--- src/rtl/core/rmf_pkg.sv ---
// Shared types and constants of the running median filter.
package rmf_pkg;

	localparam int WLEN_W     = 6;
	localparam int CFG_IDX_W  = 1;
	localparam int CFG_DATA_W = 6;

	localparam logic [CFG_IDX_W-1:0] REG_WINDOW_LENGTH = 1'd0;
	localparam logic [CFG_IDX_W-1:0] REG_BURN_IN       = 1'd1;

	localparam logic [WLEN_W-1:0] WLEN_RESET    = 6'd5;
	localparam logic              BURN_IN_RESET = 1'b1;

	typedef struct packed {
		logic load_in;
		logic fill_wr;
		logic srch_rd;
		logic set_pos;
		logic rd_dn;
		logic rd_up;
		logic shift_dn;
		logic shift_up;
		logic place;
		logic out_load;
		logic out_prime;
		logic adv_ws;
	} cmd_t;

	typedef struct packed {
		logic primed;
		logic fill_last;
		logic match;
		logic p_zero;
		logic p_top;
		logic less;
		logic greater;
		logic out_free;
	} sts_t;

endpackage

--- src/rtl/core/running_median_filter.sv ---
// Top level: sliding-window median filter; config registers, sequencer and datapath.
// Window L: the priming sample is accepted, fills all L slots, then goes to the output load.
// Later samples: accept, rank search for the written slot, walk down or up to its rank, place,
// median read, output load; one memory read port paces it.
// One sample in work at a time; a finished result waits in the output register (stalls in OUT or POUT).
// Reset: window_length 5, burn_in 1, filter unprimed; any config write also unprimes it.
module running_median_filter #(
	parameter int MAX_WINDOW   = 32,
	parameter int SAMPLE_WIDTH = 16,
	localparam int DATA_W = ((SAMPLE_WIDTH + 7) / 8) * 8
) (
	input  logic                              clk,
	input  logic                              arst_n,
	input  logic                              s_tvalid,
	output logic                              s_tready,
	input  logic [DATA_W-1:0]                 s_tdata,   // [SAMPLE_WIDTH-1:0] sample
	output logic                              m_tvalid,
	input  logic                              m_tready,
	output logic [DATA_W-1:0]                 m_tdata,   // [SAMPLE_WIDTH-1:0] median
	input  logic                              cfg_we,
	input  logic [rmf_pkg::CFG_IDX_W-1:0]     cfg_index,
	input  logic [rmf_pkg::CFG_DATA_W-1:0]    cfg_data
);

	localparam int CW = $clog2(MAX_WINDOW + 1);
	localparam int RW = (CW > rmf_pkg::WLEN_W) ? CW : rmf_pkg::WLEN_W;

	logic [rmf_pkg::WLEN_W-1:0]     window_length_q;
	logic                           burn_in_q;
	logic [RW-1:0]                  req;
	logic [RW-1:0]                  clamped;
	logic [RW-1:0]                  odd_len;
	logic [CW-1:0]                  len;
	logic signed [SAMPLE_WIDTH-1:0] median;
	rmf_pkg::cmd_t                  cmd;
	rmf_pkg::sts_t                  sts;

	always_ff @(posedge clk or negedge arst_n) begin
		if (!arst_n) begin
			window_length_q <= rmf_pkg::WLEN_RESET;
			burn_in_q       <= rmf_pkg::BURN_IN_RESET;
		end else if (cfg_we) begin
			unique case (cfg_index)
				rmf_pkg::REG_WINDOW_LENGTH: window_length_q <= cfg_data[rmf_pkg::WLEN_W-1:0];
				rmf_pkg::REG_BURN_IN:       burn_in_q       <= cfg_data[0];
				default: ;
			endcase
		end
	end

	// clamp to max, then force odd
	always_comb begin
		req     = RW'(window_length_q);
		clamped = (req > RW'(MAX_WINDOW)) ? RW'(MAX_WINDOW) : req;
		if (!clamped[0])
			odd_len = (clamped == RW'(MAX_WINDOW)) ? clamped - 1'b1 : clamped + 1'b1;
		else
			odd_len = clamped;
		len = CW'(odd_len);
	end

	rmf_ctrl u_ctrl (
		.clk      (clk),
		.arst_n   (arst_n),
		.s_tvalid (s_tvalid),
		.s_tready (s_tready),
		.sts      (sts),
		.cmd      (cmd)
	);

	rmf_dpath #(
		.MAX_WINDOW   (MAX_WINDOW),
		.SAMPLE_WIDTH (SAMPLE_WIDTH)
	) u_dpath (
		.clk      (clk),
		.arst_n   (arst_n),
		.cmd      (cmd),
		.sts      (sts),
		.sample   (signed'(s_tdata[SAMPLE_WIDTH-1:0])),
		.burn_in  (burn_in_q),
		.len      (len),
		.cfg_clr  (cfg_we),
		.m_tvalid (m_tvalid),
		.m_tready (m_tready),
		.median   (median)
	);

	assign m_tdata = DATA_W'($unsigned(median));

endmodule

--- src/rtl/core/rmf_ctrl.sv ---
// Sequencer of the running median filter: priming sweep, rank search, insertion walk.
module rmf_ctrl (
	input  logic          clk,
	input  logic          arst_n,
	input  logic          s_tvalid,
	output logic          s_tready,
	input  rmf_pkg::sts_t sts,
	output rmf_pkg::cmd_t cmd
);

	localparam logic [3:0] ST_IDLE   = 4'd0;
	localparam logic [3:0] ST_FILL   = 4'd1;
	localparam logic [3:0] ST_POUT   = 4'd2;
	localparam logic [3:0] ST_SRCH   = 4'd3;
	localparam logic [3:0] ST_DN_RD  = 4'd4;
	localparam logic [3:0] ST_DN_CMP = 4'd5;
	localparam logic [3:0] ST_UP_RD  = 4'd6;
	localparam logic [3:0] ST_UP_CMP = 4'd7;
	localparam logic [3:0] ST_PLACE  = 4'd8;
	localparam logic [3:0] ST_MED_RD = 4'd9;
	localparam logic [3:0] ST_OUT    = 4'd10;

	logic [3:0] state_q;
	logic [3:0] state_nxt;
	logic       moved_q;
	logic       moved_nxt;

	always_comb begin
		state_nxt = state_q;
		moved_nxt = moved_q;
		cmd       = '0;
		s_tready  = 1'b0;
		unique case (state_q)
			ST_IDLE: begin
				s_tready = 1'b1;
				if (s_tvalid) begin
					cmd.load_in = 1'b1;
					state_nxt   = sts.primed ? ST_SRCH : ST_FILL;
				end
			end
			ST_FILL: begin
				cmd.fill_wr = 1'b1;
				if (sts.fill_last)
					state_nxt = ST_POUT;
			end
			ST_POUT: begin
				if (sts.out_free) begin
					cmd.out_load  = 1'b1;
					cmd.out_prime = 1'b1;
					state_nxt     = ST_IDLE;
				end
			end
			ST_SRCH: begin
				if (sts.match) begin
					cmd.set_pos = 1'b1;
					moved_nxt   = 1'b0;
					state_nxt   = ST_DN_RD;
				end else begin
					cmd.srch_rd = 1'b1;
				end
			end
			ST_DN_RD: begin
				if (sts.p_zero) begin
					state_nxt = moved_q ? ST_PLACE : ST_UP_RD;
				end else begin
					cmd.rd_dn = 1'b1;
					state_nxt = ST_DN_CMP;
				end
			end
			ST_DN_CMP: begin
				if (sts.less) begin
					cmd.shift_dn = 1'b1;
					moved_nxt    = 1'b1;
					state_nxt    = ST_DN_RD;
				end else begin
					state_nxt = moved_q ? ST_PLACE : ST_UP_RD;
				end
			end
			ST_UP_RD: begin
				if (sts.p_top) begin
					state_nxt = ST_PLACE;
				end else begin
					cmd.rd_up = 1'b1;
					state_nxt = ST_UP_CMP;
				end
			end
			ST_UP_CMP: begin
				if (sts.greater) begin
					cmd.shift_up = 1'b1;
					state_nxt    = ST_UP_RD;
				end else begin
					state_nxt = ST_PLACE;
				end
			end
			ST_PLACE: begin
				cmd.place = 1'b1;
				state_nxt = ST_MED_RD;
			end
			ST_MED_RD: begin
				state_nxt = ST_OUT;
			end
			ST_OUT: begin
				if (sts.out_free) begin
					cmd.out_load = 1'b1;
					cmd.adv_ws   = 1'b1;
					state_nxt    = ST_IDLE;
				end
			end
			default: begin
				state_nxt = ST_IDLE;
			end
		endcase
	end

	always_ff @(posedge clk or negedge arst_n) begin
		if (!arst_n) begin
			state_q <= ST_IDLE;
			moved_q <= 1'b0;
		end else begin
			state_q <= state_nxt;
			moved_q <= moved_nxt;
		end
	end

endmodule

--- src/rtl/core/rmf_dpath.sv ---
// Datapath of the running median filter: rank and value memories, pointers, output register.
module rmf_dpath #(
	parameter int MAX_WINDOW   = 32,
	parameter int SAMPLE_WIDTH = 16,
	localparam int IW = $clog2(MAX_WINDOW),
	localparam int CW = $clog2(MAX_WINDOW + 1)
) (
	input  logic                           clk,
	input  logic                           arst_n,
	input  rmf_pkg::cmd_t                  cmd,
	output rmf_pkg::sts_t                  sts,
	input  logic signed [SAMPLE_WIDTH-1:0] sample,
	input  logic                           burn_in,
	input  logic [CW-1:0]                  len,
	input  logic                           cfg_clr,
	output logic                           m_tvalid,
	input  logic                           m_tready,
	output logic signed [SAMPLE_WIDTH-1:0] median
);

	// rank position -> slot, and rank position -> sample value
	logic [IW-1:0]                  rank_mem [MAX_WINDOW];
	logic signed [SAMPLE_WIDTH-1:0] val_mem  [MAX_WINDOW];

	logic [IW-1:0]                  rd_rank_q;
	logic signed [SAMPLE_WIDTH-1:0] rd_val_q;
	logic [IW-1:0]                  raddr;
	logic                           we;
	logic [IW-1:0]                  waddr;
	logic [IW-1:0]                  wrank;
	logic signed [SAMPLE_WIDTH-1:0] wval;

	logic signed [SAMPLE_WIDTH-1:0] x_q;
	logic signed [SAMPLE_WIDTH-1:0] fill;
	logic [IW-1:0]                  ws_q;
	logic [IW-1:0]                  cnt_q;
	logic [IW-1:0]                  p_q;
	logic [IW-1:0]                  addr_s1;
	logic                           chk_s1;
	logic                           primed_q;
	logic                           m_tvalid_q;
	logic signed [SAMPLE_WIDTH-1:0] median_q;
	logic [IW-1:0]                  mid;
	logic [IW-1:0]                  last;
	logic [CW-1:0]                  ws_inc;

	assign fill   = burn_in ? x_q : '0;
	assign mid    = IW'(len >> 1);
	assign last   = IW'(len - 1'b1);
	assign ws_inc = CW'(ws_q) + 1'b1;

	always_comb begin
		if (cmd.srch_rd)
			raddr = cnt_q;
		else if (cmd.rd_dn)
			raddr = p_q - 1'b1;
		else if (cmd.rd_up)
			raddr = p_q + 1'b1;
		else
			raddr = mid;
	end

	always_comb begin
		we    = 1'b0;
		waddr = p_q;
		wrank = rd_rank_q;
		wval  = rd_val_q;
		if (cmd.fill_wr) begin
			we    = 1'b1;
			waddr = cnt_q;
			wrank = cnt_q;
			wval  = fill;
		end else if (cmd.shift_dn || cmd.shift_up) begin
			we = 1'b1;
		end else if (cmd.place) begin
			we    = 1'b1;
			wrank = ws_q;
			wval  = x_q;
		end
	end

	always_ff @(posedge clk) begin
		if (we) begin
			rank_mem[waddr] <= wrank;
			val_mem[waddr]  <= wval;
		end
		rd_rank_q <= rank_mem[raddr];
		rd_val_q  <= val_mem[raddr];
	end

	always_ff @(posedge clk) begin
		addr_s1 <= cnt_q;
		if (cmd.load_in)
			x_q <= sample;
		if (cmd.load_in)
			cnt_q <= '0;
		else if (cmd.fill_wr || cmd.srch_rd)
			cnt_q <= cnt_q + 1'b1;
		if (cmd.set_pos)
			p_q <= addr_s1;
		else if (cmd.shift_dn)
			p_q <= p_q - 1'b1;
		else if (cmd.shift_up)
			p_q <= p_q + 1'b1;
		if (cmd.out_load)
			median_q <= cmd.out_prime ? fill : rd_val_q;
	end

	always_ff @(posedge clk or negedge arst_n) begin
		if (!arst_n) begin
			chk_s1     <= 1'b0;
			primed_q   <= 1'b0;
			ws_q       <= '0;
			m_tvalid_q <= 1'b0;
		end else begin
			chk_s1 <= cmd.srch_rd;
			if (cfg_clr) begin
				primed_q <= 1'b0;
				ws_q     <= '0;
			end else if (cmd.out_load && cmd.out_prime) begin
				primed_q <= 1'b1;
			end else if (cmd.adv_ws) begin
				ws_q <= (ws_inc == len) ? '0 : IW'(ws_inc);
			end
			if (cmd.out_load)
				m_tvalid_q <= 1'b1;
			else if (m_tready)
				m_tvalid_q <= 1'b0;
		end
	end

	assign sts.primed    = primed_q;
	assign sts.fill_last = (cnt_q == last);
	assign sts.match     = chk_s1 && (rd_rank_q == ws_q);
	assign sts.p_zero    = (p_q == '0);
	assign sts.p_top     = ((CW'(p_q) + 1'b1) >= len);
	assign sts.less      = (x_q < rd_val_q);
	assign sts.greater   = (x_q > rd_val_q);
	assign sts.out_free  = !m_tvalid_q || m_tready;

	assign m_tvalid = m_tvalid_q;
	assign median   = median_q;

endmodule

--- config.mk ---
export PLATFORM = sky130hd
export DESIGN_NAME = running_median_filter
export DESIGN_NICKNAME = d
export VERILOG_FILES = /design/src/rtl/core/rmf_pkg.sv /design/src/rtl/core/running_median_filter.sv /design/src/rtl/core/rmf_ctrl.sv /design/src/rtl/core/rmf_dpath.sv
export SDC_FILE = /design/constraint.sdc
export NUM_CORES = 1
export LEC_CHECK = 0
export BUFFER_PORTS_ARGS = -buffer_cell sky130_fd_sc_hd__buf_2
export CAP_MARGIN = 30
export CORE_MARGIN = 1.5
export CORE_UTILIZATION = 50
export DETAILED_ROUTE_END_ITERATION = 6
export GPL_TIMING_DRIVEN = 0
export PLACE_DENSITY = 0.68
export SLEW_MARGIN = 5
export SYNTH_ARGS = -nofsm -noshare
export SYNTH_HDL_FRONTEND = slang
export SYNTH_SLANG_ARGS = --single-unit
--- constraint.sdc ---
create_clock -name clk -period 12.5 [get_ports clk]
set_input_delay 2.5 -clock clk [delete_from_list [all_inputs] [get_ports clk]]
set_output_delay 2.5 -clock clk [all_outputs]
set_load 0.005 [all_outputs]
==> run_results.csv <==
group,metric,value,unit
cells_and_area,nets,2607,
critical_path,startpoint,"req[5]$_DFFE_PN0P_",
timing,rsz0062_at_grt,"no",
cells_and_area,areaGrowthSynthToFinish,14.4,%
global_route,use_met1,39.8,%
timing,hold_violations,0,
global_route,grt_max_degree,33,
critical_path,crit_type,"reg2reg",
critical_path,critPathCaptureType,"flip-flop",
synth,ys_types,76,
worst_hold_path,min_from,"u_dpath.cnt_q[2]$_SDFFE_PP0P_",
cells_and_area,nFillCells,4972,
die,start_util,50.5,%
timing,final_max_slew_viol_count,0,
die,rows,92,
synth,synth_edf_count,709,
global_route,grtUsageMet2,43.6,%
flow_run,cap_violations,0,
cts,cts_setup_buffers,0,
cells_and_area,layout-drive-gt1-share,15.6,%
global_route,antenna_found_initial,2,
synth,synth_top_cell_by_area,"edfxtp_1",
outcome,status,"complete, no violations",
critical_path,cp.required,13.05,ns
synth,synth_cells,2383,
cts,ctsHoldBuffers,0,
placed_design,hpwl,62.8,mm
cts,htree_levels,3,
synth,synth_area_leaders,"edfxtp_1 (67%), nand2_1 (4.2%), a211oi_1 (2.5%)",
synth,syn_avg_cell_area,13.4,sq um
critical_path,critPathLaunchType,"flip-flop",
detailed_routing,wire_per_inst,27.0,microns
detailed_routing,final_antenna_net_count,0,
detailed_routing,route.detailed.drc,0,
timing,fmax,152,MHz
cts,cts_tree,"built",
die,chipWidth,255,microns
synth,synth_top_area_share,66.9,%
timing,setup_ws,5.91,ns
detailed_routing,via_per_inst,6.21,
timing,final-setup-viol-count,0,
global_route,gr-total-overflow,0,
global_route,grt_pass1_wl,135,mm
cts,cts_resized,0,
timing,setup-tns-final,0,ns
die,fp.coreArea,63000,sq um
cts,clockBufferDepth,3,
cts,cts_buffers,77,
detailed_routing,vias,21500,
die,io_pins,46,
global_route,grt_use_total,28.8,%
global_route,grt_pass1_vias,20600,
placed_design,dpl_worst_slack,6.08,ns
synth,async_reset_ff_share,2.63,%
detailed_routing,dr.pass1.iters,6,
timing,clock_skew,0.0288,ns
critical_path,r2r-start,"req[5]$_DFFE_PN0P_",
cts,clkSlewWorstSetupHoldPaths,0.06,ns
detailed_routing,drt-total-wl,93.3,mm
power,power_density,306,nW/um^2
critical_path,critPathArrivalTime,7.13,ns
timing,timing.final.crit_period,6.59,ns
synth,synth_ff_type,"edfxtp_1",
power,leakage,12.5,nW
cts,cts.root.buffer_cell,"clkbuf_16",
global_route,use_met3,5.29,%
synth,ys_seq_elements,760,
synth,ys_seq_area_share,70.4,%
cts,cts.sink_count,760,
global_route,top_usage_layer,"met2",
power,irDropWorstVdd,249,uV
timing,relSlewSlack,29.4,%
die,die_area,65200,sq um
detailed_routing,drt-initial-drc-count,2968,
timing,worst_slew_pin_slew,1.06,ns
placed_design,gp_congestion,1.01,
synth,syn_nets,2438,
critical_path,critPathMaxFanout,10,
synth,yosysMostFrequentCell,"edfxtp_1",
synth,ys_warn_count,0,
die,die_h,255,microns
worst_hold_path,min_path_type,"reg2reg",
synth,synth_common_cells,"edfxtp_1 (709), nand2_1 (355), a211oi_1 (108), o21ai_0 (107), nand3_1 (94)",
synth,synth_area,31800,sq um
cts,clk_latency,0.64,ns
placed_design,port_buffers,45,
timing,min_period_over_period,52.7,%
==> worst paths after layout <==
path	endpoint	slack (ns)	cells after the start
worst max register to register	u_dpath.rd_val_q[12]$_DFF_P_	5.91	19
worst min-delay path	u_dpath.addr_s1[2]$_DFF_P_	0.35	0
max in group asynchronous	req[2]$_DFFE_PN1P_	10.32	1
min in group asynchronous	u_ctrl.moved_q$_DFFE_PN0P_	1.82	1
worst min register to register	u_dpath.addr_s1[2]$_DFF_P_	0.35	0
worst max-delay path	u_dpath.rd_val_q[12]$_DFF_P_	5.91	19
==> power breakdown <==
| group | internal (mW) | switching [mW] | leakage, nW |
|---|---|---|---|
| clock | 1.25 | 0.979 | 1.18 |
| sequential | 3.75 | 0.0872 | 6.91 |
| combinational | 1.30 | 3.78 | 4.43 |
| total | 6.30 | 4.84 | 12.5 |
==> layer usage <==
metal / share of wire, % / wire [microns]
met5: 0 / 0
met4: 5.3 / 4940
met3: 11 / 9850
met2: 45 / 41800
met1: 39 / 36600
==> critical path, cell delays in order, from the launching register on <==
cell	delay [ns]
dfrtp_1	0.45
and2b_1	0.22
ha_1	0.29
a21oi_1	0.23
xnor2_1	0.10
mux2i_1	0.66
ha_1	0.38
a21o_1	0.20
a221oi_4	0.34
o311ai_4	0.20
a211oi_4	0.46
o211ai_2	0.18
nor2_2	0.31
buf_2	0.46
buf_2	0.32
nand2_1	0.08
and3_1	0.19
o21ai_0	0.74
nand4_1	0.47
nor3_2	0.21
==> state kept, by name, summed over array words and instances (netlist names), 4 cells and up <==
register	flops
req	6
u_ctrl.state_q	4
u_dpath.addr_s1	5
u_dpath.cnt_q	5
u_dpath.median	16
u_dpath.p_q	5
u_dpath.rank_mem	160
u_dpath.rd_rank_q	5
u_dpath.rd_val_q	16
u_dpath.val_mem	512
u_dpath.ws_q	5
u_dpath.x_q	16
==> through the flow <==
step	std cells	hold slack [ns]	instance area, sq um	util [%]	power, mW
6_report	3459	0.348	36400	57.8	11.1
5_1_grt	3457	0.352	36400	57.8	11.5
4_1_cts	3455	0.348	36400	57.8	11.0
3_5_place_dp	3317	0.335	33900	53.9	8.83
3_3_place_gp	3274	0.333	33100	52.6	8.60
2_1_floorplan	2383	0.329	31800	-	6.54
==> logic make-up (layout without fill, tap and decap cells) <==
logic type / after synthesis / in the layout / synth area share [%]
and+or+nand+nor: 799 / 799 / 12.5
adders and majority gates: 27 / 27 / 1.06
DFF: 760 / 760 / 70.4
other: 0 / 2 / 0
AOI/OAI and AO/OA: 558 / 558 / 11.6
muxes: 19 / 19 / 0.645
xor gates and xnor gates: 29 / 29 / 0.798
buffers and inverters: 191 / 419 / 2.94
==> cell type report <==
| class | instances | area (sq um) | area share [%] |
|---|---|---|---|
| Clock buffer | 98 | 2050 | 5.62 |
| Multi-Input combinational cell | 1432 | 8700 | 23.9 |
| Buffer | 158 | 812 | 2.23 |
| Antenna cell | 2 | 5.00 | 0.0137 |
| Clock inverter | 40 | 370 | 1.02 |
| Tap cell | 846 | 1060 | 2.91 |
| Timing Repair Buffer | 90 | 863 | 2.37 |
| Inverter | 33 | 124 | 0.340 |
| Sequential cell | 760 | 22400 | 61.6 |
==> cells in the final DEF, fill, tap and decap left out, drive strengths merged, types with 9 or more instances in the layout <==
| master | synthesis | layout |
|---|---|---|
| a211oi | 110 | 110 |
| a21o | 27 | 27 |
| a21oi | 79 | 79 |
| a22o | 16 | 16 |
| a2bb2oi | 21 | 21 |
| a31oi | 90 | 90 |
| and2 | 86 | 86 |
| and3 | 94 | 94 |
| buf | 96 | 185 |
| clkbuf | 62 | 161 |
| clkinv | 0 | 30 |
| dfrtp | 17 | 17 |
| dfxtp | 31 | 31 |
| edfxtp | 709 | 709 |
| ha | 27 | 27 |
| inv | 33 | 37 |
| mux2 | 9 | 9 |
| mux2i | 10 | 10 |
| nand2 | 358 | 358 |
| nand2b | 11 | 11 |
| nand3 | 94 | 94 |
| nand4 | 27 | 27 |
| nor2 | 35 | 35 |
| nor3 | 55 | 55 |
| o21ai | 148 | 148 |
| o22ai | 25 | 25 |
| xnor2 | 23 | 23 |
Power figures use the tool's default switching activity.
